## src/rtl/r2h_pkg.sv

```systemverilog
// ----------------------------------------------------------------------------
// r2h_pkg: shared types and helpers of the RGB to HSV converter
// Sector codes, the per-pixel sector record and the restoring division step
// used by the quotient stages.
// ----------------------------------------------------------------------------
package r2h_pkg;

   localparam int unsigned COMP_W     = 8;
   localparam int unsigned HUE_W      = 11;
   localparam int unsigned HUE_FRAC_W = 8;
   localparam int unsigned BASE_W     = 3;

   // Base sector picked by the channel that holds the minimum
   localparam logic [BASE_W-1:0] BASE_RED_MIN   = 3'd3;
   localparam logic [BASE_W-1:0] BASE_GREEN_MIN = 3'd5;
   localparam logic [BASE_W-1:0] BASE_BLUE_MIN  = 3'd1;

   // Most quotient bits resolved in any one divider stage
   localparam int unsigned MAX_STEPS = 4;

   typedef struct packed {
      logic [COMP_W-1:0]   v;
      logic [COMP_W-1:0]   d;
      logic signed [COMP_W:0] f;
      logic [BASE_W-1:0]   base;
      logic                undef;
   } sector_type;

   typedef struct packed {
      logic [COMP_W-1:0] hue_rem;
      logic [HUE_W-1:0]  hue_num;
      logic [HUE_W-1:0]  hue_q;
      logic [COMP_W-1:0] sat_rem;
      logic [COMP_W-1:0] sat_num;
      logic [COMP_W-1:0] sat_q;
      logic [COMP_W-1:0] d;
      logic [COMP_W-1:0] v;
      logic              undef;
   } div_state_type;

   // One restoring step: shift in the next numerator bit, subtract if it fits
   function automatic logic [COMP_W:0] div_step(
      input logic [COMP_W-1:0] rem,
      input logic              nbit,
      input logic [COMP_W-1:0] dvs
   );
      logic [COMP_W:0] t;
      logic [COMP_W:0] diff;
      t    = {rem, nbit};
      diff = t - {1'b0, dvs};
      if (t >= {1'b0, dvs}) begin
         div_step = {1'b1, diff[COMP_W-1:0]};
      end else begin
         div_step = {1'b0, t[COMP_W-1:0]};
      end
   endfunction

   // Advance both divisions by a few quotient bits
   function automatic div_state_type div_advance(
      input div_state_type s,
      input int unsigned   hue_steps,
      input int unsigned   sat_steps
   );
      div_state_type   r;
      logic [COMP_W:0] res;
      r = s;
      for (int unsigned i = 0; i < MAX_STEPS; i++) begin
         if (i < hue_steps) begin
            res       = div_step(r.hue_rem, r.hue_num[HUE_W-1], r.d);
            r.hue_rem = res[COMP_W-1:0];
            r.hue_q   = {r.hue_q[HUE_W-2:0], res[COMP_W]};
            r.hue_num = {r.hue_num[HUE_W-2:0], 1'b0};
         end
         if (i < sat_steps) begin
            res       = div_step(r.sat_rem, r.sat_num[COMP_W-1], r.v);
            r.sat_rem = res[COMP_W-1:0];
            r.sat_q   = {r.sat_q[COMP_W-2:0], res[COMP_W]};
            r.sat_num = {r.sat_num[COMP_W-2:0], 1'b0};
         end
      end
      div_advance = r;
   endfunction

endpackage

```

## src/rtl/r2h_sector.sv

```systemverilog
// ----------------------------------------------------------------------------
// r2h_sector: extremes and hexcone sector of one pixel
// Finds max and min, their spread, the base sector and the signed
// difference term; flags a grey pixel.
// ----------------------------------------------------------------------------
module r2h_sector import r2h_pkg::*; (
   input  logic [COMP_W-1:0] red,
   input  logic [COMP_W-1:0] green,
   input  logic [COMP_W-1:0] blue,
   output sector_type        sector
);

   logic [COMP_W-1:0] mx_rg;
   logic [COMP_W-1:0] mn_rg;
   logic [COMP_W-1:0] v;
   logic [COMP_W-1:0] x;

   assign mx_rg = (red > green) ? red : green;
   assign mn_rg = (red < green) ? red : green;
   assign v     = (mx_rg > blue) ? mx_rg : blue;
   assign x     = (mn_rg < blue) ? mn_rg : blue;

   always_comb begin
      sector.v     = v;
      sector.d     = v - x;
      sector.undef = (v == x);
      // first channel in red, green, blue order holding the minimum wins
      priority if (red == x) begin
         sector.base = BASE_RED_MIN;
         sector.f    = $signed({1'b0, green}) - $signed({1'b0, blue});
      end else if (green == x) begin
         sector.base = BASE_GREEN_MIN;
         sector.f    = $signed({1'b0, blue}) - $signed({1'b0, red});
      end else begin
         sector.base = BASE_BLUE_MIN;
         sector.f    = $signed({1'b0, red}) - $signed({1'b0, green});
      end
   end

endmodule

```

## src/rtl/rgb_to_hsv_converter.sv

```systemverilog
// One pixel per clock unless rsp_tready holds the output back. The
// pipeline has an input register, a sector stage (max, min, base sector), and
// three restoring-division stages that resolve hue (4+4+3 bits) and
// saturation (3+3+2 bits) in parallel; the last of them is the output
// register. Each stage stalls only when it holds data and the stage after it
// cannot take it, so bubbles collapse under back pressure. Hue is in sixths
// of a circle with 8 fraction bits (0..1536), truncated; a grey pixel raises
// hue_undefined on rsp_tuser with all tdata fields zero.
// ----------------------------------------------------------------------------
// rgb_to_hsv_converter: streaming RGB to HSV hexcone converter
// Five-stage pipeline with per-stage valid bits and stall propagation.
// ----------------------------------------------------------------------------
module rgb_to_hsv_converter import r2h_pkg::*; (
   input  logic        clock,
   input  logic        reset,
   input  logic        req_tvalid,
   output logic        req_tready,
   input  logic [23:0] req_tdata,   // red [7:0], green [15:8], blue [23:16]
   output logic        rsp_tvalid,
   input  logic        rsp_tready,
   output logic [31:0] rsp_tdata,   // hue [10:0], saturation [18:11],
                                    // brightness [26:19], zero [31:27]
   output logic        rsp_tuser    // hue_undefined [0]
);

   localparam int unsigned NSTAGE = 5;

   logic [NSTAGE-1:0] valid_ff;
   logic [NSTAGE-1:0] valid_in;
   logic [NSTAGE-1:0] adv;

   logic [3*COMP_W-1:0] pix_ff;
   sector_type          sector;
   sector_type          sec_ff;
   div_state_type       div_start;
   div_state_type       dv1_ff, dv1_in;
   div_state_type       dv2_ff, dv2_in;
   div_state_type       dv3_ff, dv3_in;

   logic [HUE_W-1:0]      base_d;
   logic [HUE_W-1:0]      hue_num;
   logic [2*COMP_W-1:0]   sat_num;

   // stall propagation: a stage moves when empty or when its successor moves
   always_comb begin
      adv[NSTAGE-1] = !valid_ff[NSTAGE-1] || rsp_tready;
      for (int k = NSTAGE - 2; k >= 0; k--) begin
         adv[k] = !valid_ff[k] || adv[k+1];
      end
      valid_in[0] = req_tvalid;
      for (int k = 1; k < NSTAGE; k++) begin
         valid_in[k] = valid_ff[k-1];
      end
   end

   assign req_tready = adv[0];

   always_ff @(posedge clock) begin
      if (reset) begin
         valid_ff <= '0;
      end else begin
         for (int k = 0; k < NSTAGE; k++) begin
            if (adv[k]) begin
               valid_ff[k] <= valid_in[k];
            end
         end
      end
   end

   r2h_sector u_sector (
      .red    (pix_ff[COMP_W-1:0]),
      .green  (pix_ff[2*COMP_W-1:COMP_W]),
      .blue   (pix_ff[3*COMP_W-1:2*COMP_W]),
      .sector (sector)
   );

   // numerators: (base*d - f) << 8 for hue, d*255 for saturation
   always_comb begin
      base_d  = HUE_W'(sec_ff.d) * HUE_W'(sec_ff.base);
      // base*d - f stays within 0..6*d, so 11 bits hold it
      hue_num = base_d - HUE_W'(sec_ff.f);
      sat_num = {sec_ff.d, {COMP_W{1'b0}}} - (2 * COMP_W)'(sec_ff.d);

      // quotient of hue is below 2^11, so the top numerator bits start
      // as remainder already below the divisor
      div_start.hue_rem = hue_num[HUE_W-1:HUE_W-COMP_W];
      div_start.hue_num = {hue_num[HUE_W-COMP_W-1:0], {HUE_FRAC_W{1'b0}}};
      div_start.hue_q   = '0;
      div_start.sat_rem = sat_num[2*COMP_W-1:COMP_W];
      div_start.sat_num = sat_num[COMP_W-1:0];
      div_start.sat_q   = '0;
      div_start.d       = sec_ff.d;
      div_start.v       = sec_ff.v;
      div_start.undef   = sec_ff.undef;

      dv1_in = div_advance(div_start, 4, 3);
      dv2_in = div_advance(dv1_ff, 4, 3);
      dv3_in = div_advance(dv2_ff, 3, 2);
   end

   always_ff @(posedge clock) begin
      if (adv[0]) begin
         pix_ff <= req_tdata;
      end
      if (adv[1]) begin
         sec_ff <= sector;
      end
      if (adv[2]) begin
         dv1_ff <= dv1_in;
      end
      if (adv[3]) begin
         dv2_ff <= dv2_in;
      end
      if (adv[4]) begin
         dv3_ff <= dv3_in;
      end
   end

   // zero all tdata fields on a grey pixel
   assign rsp_tvalid = valid_ff[NSTAGE-1];
   assign rsp_tuser  = dv3_ff.undef;
   assign rsp_tdata  = dv3_ff.undef ? '0 :
                       {5'b0, dv3_ff.v, dv3_ff.sat_q, dv3_ff.hue_q};

   a_grey_zero : assert property (@(posedge clock) disable iff (reset)
      rsp_tvalid && rsp_tuser |-> rsp_tdata == '0)
      else $error("grey pixel result carries nonzero fields");

   a_hue_range : assert property (@(posedge clock) disable iff (reset)
      rsp_tvalid && !rsp_tuser |-> rsp_tdata[10:0] <= 11'd1536)
      else $error("hue beyond full turn");

   a_bright_nonzero : assert property (@(posedge clock) disable iff (reset)
      rsp_tvalid && !rsp_tuser |-> rsp_tdata[26:19] != 8'd0)
      else $error("colored pixel with zero brightness");

   a_accept_moves : assert property (@(posedge clock) disable iff (reset)
      req_tvalid && req_tready |=> valid_ff[0])
      else $error("accepted transaction not captured");

endmodule

```

## config.mk

```make
export PLATFORM = sky130hd
export DESIGN_NAME = rgb_to_hsv_converter
export DESIGN_NICKNAME = d
export VERILOG_FILES = /design/src/rtl/r2h_pkg.sv /design/src/rtl/r2h_sector.sv /design/src/rtl/rgb_to_hsv_converter.sv
export SDC_FILE = /design/constraint.sdc
export NUM_CORES = 1
export LEC_CHECK = 0
export BUFFER_PORTS_ARGS = -buffer_cell sky130_fd_sc_hd__buf_2
export CAP_MARGIN = 0
export CORE_MARGIN = 1.5
export CORE_UTILIZATION = 50
export DETAILED_ROUTE_END_ITERATION = 10
export PLACE_DENSITY = 0.64
export REMOVE_ABC_BUFFERS = 1
export SYNTH_ARGS = -nofsm -noshare
export SYNTH_HDL_FRONTEND = slang
export SYNTH_SLANG_ARGS = --single-unit
```

## constraint.sdc

```tcl
create_clock -name clock -period 10.9 [get_ports clock]
set_input_delay 1.635 -clock clock [delete_from_list [all_inputs] [get_ports clock]]
set_output_delay 1.635 -clock clock [all_outputs]
set_load 0.1 [all_outputs]
```

==> After elaboration in Yosys (flattened, before gate mapping) <==
Cells that the tools add are included.
{ "word_totals": {"in_bits": 28, "regBits": 180, "output_inout_bits": 35, "word_cells": 121} }
{ "op_classes": {"n_eq_ne": 3, "mul": 1, "n_mux": 26, "addsub": 25, "order_cmp": 23, "reduce_logical": 10} }
{ "op_table": {"columns": ["operator", "n"], "rows": [
  ["9-bit by 8-bit greater-or-equal comparator with 1-bit output", 19],
  ["9-bit 2-to-1 mux", 19],
  ["8-bit subtractor", 20],
  ["8-bit 2-to-1 mux", 4],
  ["27-bit 2-to-1 mux", 1],
  ["8-bit by 8-bit subtractor with 9-bit output", 3],
  ["8-bit equality test", 3],
  ["12-bit 2-to-1 mux", 2],
  ["8-bit greater-than comparator", 2],
  ["8-bit less-than comparator", 2],
  ["16-bit by 8-bit subtractor with 16-bit output", 1],
  ["8-bit by 3-bit multiplier with 11-bit output", 1],
  ["11-bit subtractor", 1],
  ["1-bit zero test", 5],
  ["1-bit logical OR", 5]
]} }

==> Longest topological paths before layout <==
Gate-level depths: netlist of the first run.
{ "depth": {"word_depth": 10, "ltp_mapped": 51, "mapped_depth_nobuf": 49} }

==> Hierarchy <==
From an unflattened synthesis of the first run, not the netlist that was laid out.
{ "hier_totals": {"cells_unflattened": 1757, "hier_area_um2": 16739.8} }
{ "modules_own_cells": {"columns": ["module", "cells_per_inst", "seq_area_each_um2", "instances", "area_each_um2"], "rows": [
  ["rgb_to_hsv_converter", 1372, 5295.1, 1, 14073.5],
  ["r2h_sector", 385, 0.0, 1, 2666.3]
]} }

==> Least setup slack after synthesis of the first run <==
Ideal clock, no wire load.
{ "synth_timing": {"path_type": "register to register", "start": "register sec_ff, in the netlist div_start[9]", "end": "register dv1_ff[66] (netlist name), data pin", "path_stages_with_launch": 48, "slack_ns": 0.881, "synth_period_minus_slack_ns": 10.019, "required_time_ns": 10.646, "setup_ns": 0.254, "arrival_time_ns": 9.765, "path_buffers": 3, "path_cell_list": "edfxtp_1 clkbuf_1 nand2_1 fa_1 fa_1 inv_1 ha_1 a211oi_1 o21ai_0 a31oi_1 xnor2_1 ha_1 or4_1 o221ai_1 nand4_2 mux2_2 inv_1 ha_1 [12 not listed] o221ai_1 nand2_1 nor2_1 mux2i_1 nand2_1 xnor2_1 ha_1 nor2b_1 o21ai_0 a21oi_1 o41a_1 nand2_1 nand2_1 or3_1 buf_2 nand2_4 inv_2 a21o_1"} }
{ "synth_rtl": {"columns": ["item", "line_no", "text"], "rows": [
  ["start: declaration", "rgb_to_hsv_converter.sv:34", "sector_type sec_ff;"],
  ["start signal: assignment", "rgb_to_hsv_converter.sv:106", "sec_ff <= sector;"],
  ["end signal: assignment", "rgb_to_hsv_converter.sv:109", "dv1_ff <= dv1_in;"],
  ["end: declaration", "rgb_to_hsv_converter.sv:36", "div_state_type dv1_ff, dv1_in;"]
]} }

==> impl_metrics.env, run 1 <==
export IMPL_holdPathStages=0
export IMPL_clkLatencyLatePin_ps=470
export IMPL_yosys_warnings=0
export IMPL_worstMarginPinSlew_ps=988
export IMPL_final_cells=2236
export IMPL_die_area_um2=33800
export IMPL_areaGrowthSynthToFinish_pct=9.59
export IMPL_drcViolationCount=0
export IMPL_placed_area_um2=17200
export IMPL_cts_clk_slew_worst_paths_ps=80
export IMPL_worstSetupPathType="reg -> reg"
export IMPL_fin_crit_sh_pct=93.5
export IMPL_num_rows=66
export IMPL_hold_violations=0
export IMPL_cts_max_path_buffers=2
export IMPL_antenna_found_initial=0
export IMPL_cp_slowest_cell="or4_1"
export IMPL_ios=63
export IMPL_layout_drive_gt1_share_pct=11.4
export IMPL_grtUsageMet1_pct=29.8
export IMPL_maxCapViolations=0
export IMPL_met3_usage_pct=3.15
export IMPL_crit_required_ps=11120
export IMPL_globalRouteMet2Util_pct=40.9
export IMPL_cts_max_level=4
export IMPL_worstSetupEndpointType="flip-flop"
export IMPL_drt_wl_total_um=38200
export IMPL_initial_core_util_pct=50.5
export IMPL_grt_start_max_net_pins=49
export IMPL_r2r_cells=46
export IMPL_regToRegStartpoint="sec_ff[3]"
export IMPL_grt_pass1_wl_um=62700
export IMPL_cp_max_fo=14
export IMPL_slowest_delay_ps=530
export IMPL_fin_hold_ws_ps=419
export IMPL_hold_buffers=0
export IMPL_layout_nets=2048
export IMPL_grt_overflow=0
export IMPL_path_buf_inv=4
export IMPL_cts_buffers=17
export IMPL_track_usage_pct=23.5
export IMPL_rrSetupSlack_ps=710
export IMPL_gp_congestion=0.934
export IMPL_start_kind="flip-flop"
export IMPL_syn_cell_area_um2=16400
export IMPL_post_dp_hpwl_um=30400
export IMPL_synth_edf_count=172
export IMPL_fp_dieW_um=184
export IMPL_coreArea_um2=32400
export IMPL_totalNegativeSetupSlack_ps=0
export IMPL_portBuffers=57
export IMPL_first_iter_violations=718
export IMPL_relSlewSlack_pct=33.9
export IMPL_drv_slew=0
export IMPL_r2r_end="dv1_ff[66]"
export IMPL_wl_per_cell_um=17.1
export IMPL_min_from="dv1_ff[17]"
export IMPL_crit_family="compound AO/OA/AOI/OAI gates"
export IMPL_root_buffer="clkbuf_16"
export IMPL_ys_async_sr_fraction_pct=0
export IMPL_syn_inst=1705
export IMPL_postLayoutCellArea_um2=17900
export IMPL_top_usage_layer="met2"
export IMPL_fin_skew_ps=18.2
export IMPL_status="complete, no violations"
export IMPL_fin_crit_ps=10190
export IMPL_synth_area_per_cell_um2=9.59
export IMPL_avgViaCountPerCell=5.57
export IMPL_grt_pass1_vias=12300
export IMPL_hp_class="reg -> reg"
export IMPL_crit_arrival_ps=10420
export IMPL_final_common_cell="ha_1"
export IMPL_cts_sinks=177
export IMPL_drtAntennaViolNets=0
export IMPL_setup_viol=0
export IMPL_die_y_um=184
export IMPL_worstHoldEndpoint="dv2_ff[20]"
export IMPL_drtPass1Iterations=5
export IMPL_ys_types=88
export IMPL_vias=12500
export IMPL_fmax_mhz=98.1
export IMPL_mostFrequentLayoutCells="ha_1 (207), inv_1 (191), edfxtp_1 (172)"
export IMPL_ys_ff_latch=177
export IMPL_ys_flop_type="edfxtp_1"
export IMPL_placed_cells=2198
export IMPL_cts_tree="done"
export IMPL_seq_area_frac_synth_pct=32.2
export IMPL_antennaDiodeCount=0
export IMPL_nFillCells=2928
## stage by stage
step / util (%) / worst slack, ps
floorplan: - / 714
global placement: 53.1 / 587
detailed placement: 53.1 / 369
CTS: 55.1 / 341
global route: 55.4 / -23.1
finish: 55.4 / 706
## layout make-up
class,instances,area [um2],area share (%)
well taps,442,553,3.09
repair buffers,83,480,2.68
clock inverters,15,211,1.18
clock buffers,17,425,2.37
multi-input cells,1308,10300,57.2
flip-flops and latches,177,5270,29.4
inverters,194,728,4.06
## cells in the mapped netlist, types with 6 or more instances
master | number | area share (%)
xor2_1 | 41 | 2.2
mux2_2 | 45 | 3.1
xnor2_1 | 86 | 4.6
inv_1 | 192 | 4.4
nand2b_1 | 32 | 1.2
o21bai_1 | 13 | 0.60
fa_1 | 32 | 3.9
nand3_1 | 16 | 0.49
mux2i_1 | 44 | 2.7
a21oi_1 | 96 | 2.9
a31oi_1 | 7 | 0.27
nor2_1 | 100 | 2.3
a21o_1 | 40 | 1.8
o22ai_1 | 13 | 0.50
nor3_1 | 17 | 0.52
a21boi_0 | 10 | 0.46
ha_1 | 207 | 16
o21a_1 | 22 | 1.0
or3_1 | 6 | 0.23
nor2b_1 | 68 | 2.6
or2_2 | 13 | 0.50
nand2_1 | 110 | 2.5
o221ai_1 | 14 | 0.75
o21ai_0 | 130 | 4.0
and2_1 | 13 | 0.50
edfxtp_1 | 172 | 32
nand4_1 | 25 | 0.96
clkbuf_1 | 17 | 0.39
## how the worst max path moves through the flow
stage	startpoint	to	slack (ps)	cells after the start
finish	sec_ff[3]	dv1_ff[66]	710	46
CTS	sec_ff[3]	dv1_ff[66]	340	45
floorplan	div_start[10]	dv1_ff[66]	710	46
detailed placement	sec_ff[3]	dv1_ff[66]	370	45
global placement	sec_ff[3]	dv1_ff[66]	590	45
global route	sec_ff[3]	dv1_ff[65]	-20	47
## layer usage
metal / part of all wire, % / routed length, um / vias to the layer above
li1: - / - / 6263
met3: 3.2 / 1210 / 64
met4: 2.6 / 980 / 0
met2: 49 / 18600 / 276
met5: 0 / 0 / -
met1: 46 / 17400 / 5858
## kinds of logic (layout without fill, tap and decap cells)
logic type | count (synthesis) | after routing | share of synthesized area (%)
fa+ha+maj | 239 | 239 | 19.8
other cells | 1 | 5 | 0.0229
mux | 91 | 91 | 5.93
compound gates | 414 | 414 | 16.4
flops | 177 | 177 | 32.2
buf+inv | 224 | 309 | 5.47
simple gates | 432 | 432 | 13.4
xor+xnor | 127 | 127 | 6.80
## flip-flops by register name, indices dropped and copies added, names as in the netlist
name and count:
dv2_ff 48, dv1_ff 44, dv3_ff 27, pix_ff 24, div_start 17, sec_ff 11, valid_ff 5, rsp_tuser 1
## worst register-to-register path, delay by kind of cell, from the launching register on
family | cells | cell delay [ps]
AND/OR/NAND/NOR | 16 | 2830
multiplexers | 2 | 440
flip-flops | 1 | 500
XOR/XNOR | 2 | 240
AO/OA/AOI/OAI | 15 | 3340
buffers and inverters | 4 | 240
adder cells (fa/ha/maj) | 7 | 2370
## repair_timing
item                                    in CTS  in global routing
setup buffers                                0                  6
gates resized for setup                      0                 12
endpoints found under the setup margin       0                  9
Power of run 1 is not shown: default switching activity piles up to over one toggle a cycle in this logic, so the estimate is an artifact.
==> inputs of run 2 (changes only) <==
--- a/config.mk
+++ b/config.mk
@@ -6,4 +6,5 @@
 export NUM_CORES = 1
 export LEC_CHECK = 0
+export ABC_AREA = 1
 export BUFFER_PORTS_ARGS = -buffer_cell sky130_fd_sc_hd__buf_2
 export CAP_MARGIN = 0
==> constraint.sdc (replaced) <==
create_clock -name clock -period 10.9 [get_ports clock]
set_input_delay 1.09 -clock clock [delete_from_list [all_inputs] [get_ports clock]]
set_output_delay 1.09 -clock clock [all_outputs]
set_load 0.1 [all_outputs]
==> impl_metrics.env, run 2 <==
export IMPL_synth_fa_ha_area_share_pct=20.0
export IMPL_hold_violations=0
export IMPL_crit_path_frequent_cell="nand2_1"
export IMPL_relSlewSlack_pct=27.0
export IMPL_cts_sinks=177
export IMPL_grt_pass1_wl_um=60500
export IMPL_cp_slowest_cell="edfxtp_1"
export IMPL_netlist_area_leader_share_pct=32.0
export IMPL_yosys_warnings=0
export IMPL_fin_crit_sh_pct=92.2
export IMPL_syn_cell_area_um2=16200
export IMPL_num_rows=65
export IMPL_holdPathStages=0
export IMPL_final_common_cell="nand2_1"
export IMPL_yosysMostFrequentCell="nand2_1"
export IMPL_nFillCells=2849
export IMPL_die_y_um=183
export IMPL_synth_top_family_by_area="adder cells"
export IMPL_post_route_util_pct=55.6
export IMPL_vias=13000
export IMPL_grt_start_max_net_pins=50
export IMPL_maxCapViolations=0
export IMPL_worstHoldEndpoint="dv3_ff[48]"
export IMPL_grt_overflow=0
export IMPL_mostFrequentLayoutCells="nand2_1 (381), inv_1 (312), ha_1 (207)"
export IMPL_cts_tree="done"
export IMPL_placed_cells=2420
export IMPL_fp_dieW_um=183
export IMPL_layout_nets=2311
export IMPL_drv_slew=0
export IMPL_yosys_area_share_simple_pct=19.5
export IMPL_setup_viol=0
export IMPL_fin_crit_ps=10050
export IMPL_hold_buffers=0
export IMPL_cts_max_path_buffers=2
export IMPL_ys_types=55
export IMPL_antenna_found_initial=0
export IMPL_drtAntennaViolNets=0
export IMPL_status="complete, no violations"
export IMPL_cts_buffers=17
export IMPL_clkLatencyLatePin_ps=450
export IMPL_layout_drive_gt1_share_pct=8.17
export IMPL_synth_area_per_cell_um2=8.17
export IMPL_r2r_end="dv1_ff[68]"
export IMPL_start_kind="flip-flop"
export IMPL_initial_core_util_pct=51.1
export IMPL_avgViaCountPerCell=5.29
export IMPL_portBuffers=57
export IMPL_synth_xor_area_share_pct=6.94
export IMPL_fin_skew_ps=10.9
export IMPL_drt_wl_total_um=36400
export IMPL_synthMuxAreaShare_pct=0.0697
export IMPL_crit_required_ps=11110
export IMPL_regToRegStartpoint="sec_ff[3]"
export IMPL_seq_area_frac_synth_pct=32.6
export IMPL_drtPass1Iterations=5
export IMPL_post_dp_hpwl_um=29000
export IMPL_rrSetupSlack_ps=850
export IMPL_fmax_mhz=99.5
export IMPL_crit_arrival_ps=10250
export IMPL_gp_congestion=0.923
export IMPL_syn_inst=1977
export IMPL_biggestRegsByFlops="dv2_ff x48, dv1_ff x44, dv3_ff x27"
export IMPL_synth_area_top_cells="edfxtp_1 (32%), ha_1 (16%), nand2_1 (8.9%)"
export IMPL_worstSetupPathType="reg -> reg"
export IMPL_setup_ws_ps=854
export IMPL_root_buffer="clkbuf_16"
export IMPL_placed_area_um2=16900
export IMPL_track_usage_pct=22.6
export IMPL_yosys_area_top_type="edfxtp_1"
export IMPL_worstSetupEndpointType="flip-flop"
export IMPL_cts_max_level=4
export IMPL_largest_register_ffs=48
export IMPL_worstMarginPinSlew_ps=1090
export IMPL_yosys_top_cells_count="nand2_1 (381), inv_1 (314), ha_1 (207), edfxtp_1 (172), nor2_1 (156)"
export IMPL_first_iter_violations=773
export IMPL_coreArea_um2=31600
export IMPL_final_cells=2459
export IMPL_place_ws_ps=376
export IMPL_min_from="dv2_ff[45]"
export IMPL_postLayoutCellArea_um2=17600
export IMPL_slowest_delay_ps=500
export IMPL_ys_flop_type="edfxtp_1"
export IMPL_ios=63
export IMPL_synth_edf_count=172
export IMPL_ys_async_sr_fraction_pct=0
export IMPL_hp_class="reg -> reg"
export IMPL_synth_compound_area_share_pct=12.2
export IMPL_grt_pass1_vias=12600
export IMPL_cts_clk_slew_worst_paths_ps=70
export IMPL_r2r_cells=63
export IMPL_ys_ff_latch=177
export IMPL_die_area_um2=33400
export IMPL_top_register="dv2_ff"
export IMPL_wl_per_cell_um=14.8
export IMPL_drcViolationCount=0
export IMPL_antennaDiodeCount=0
export IMPL_cp_max_fo=14
export IMPL_areaGrowthSynthToFinish_pct=8.86
-- run 2: changes by cell type after synthesis, moves of 36 or more --
cell	delta
nand2_1	+271
inv_1	+122
nor2b_1	-68
nand3_1	+67
nor2_1	+56
mux2_2	-44
mux2i_1	-44
a21oi_1	+41
xor2_1	+37
xnor2_1	-36
-- run 2: kinds of logic after synthesis --
group,after synthesis
and+or+nand+nor,725
AOI/OAI and AO/OA,354
buffers and inverters,352
adders and majority gates,239
DFF,177
xor gates and xnor gates,128
other,1
muxes,1
-- run 2: final cells by class --
cell class / count / area, um2 / share of cell area [%]
Tap cell: 402 / 503 / 2.86
Clock buffer: 17 / 425 / 2.42
Clock inverter: 15 / 213 / 1.21
Sequential cell: 177 / 5270 / 29.9
Inverter: 321 / 1210 / 6.89
Timing Repair Buffer: 75 / 420 / 2.39
Multi-Input combinational cell: 1452 / 9540 / 54.3
-- run 2: routing by layer --
metal  GRT usage (%)  vias to the layer above  share of wire [%]
met5               0                        -                  0
met2            39.5                      256                 48
met3            2.75                       64                3.0
li1                -                     6748                  -
met1            28.8                     5942                 46
met4            8.20                        0                2.6
-- run 2: how the worst max path moves through the flow --
stage | cells after the start | endpoint | from
floorplan | 58 | dv1_ff[66] | div_start[10]
global route | 63 | dv1_ff[66] | sec_ff[3]
global placement | 60 | dv1_ff[68] | sec_ff[3]
finish | 63 | dv1_ff[68] | sec_ff[3]
detailed placement | 60 | dv1_ff[68] | sec_ff[3]
CTS | 60 | dv1_ff[68] | sec_ff[3]
-- run 2: worst max-delay path, delay by kind of cell, from the launching register on --
kind / cells / cell delay, ps
xor+xnor: 1 / 170
simple gates: 26 / 2260
compound gates: 21 / 3390
buf+inv: 8 / 780
flops: 1 / 500
fa+ha+maj: 7 / 2700
-- run 2: what timing repair did --
action	4_1_cts	5_1_grt
endpoints found under the setup margin	0	9
setup buffers	0	7
resized for setup	0	12
-- run 2: through the flow --
stage                     hold slack (ps)  TNS, ps
after floorplan                       400        0
after global placement                402        0
after detailed placement              405        0
after CTS                             423        0
after global routing                  425    -21.7
final                                 421        0
Power of run 2 is left out for the same reason.
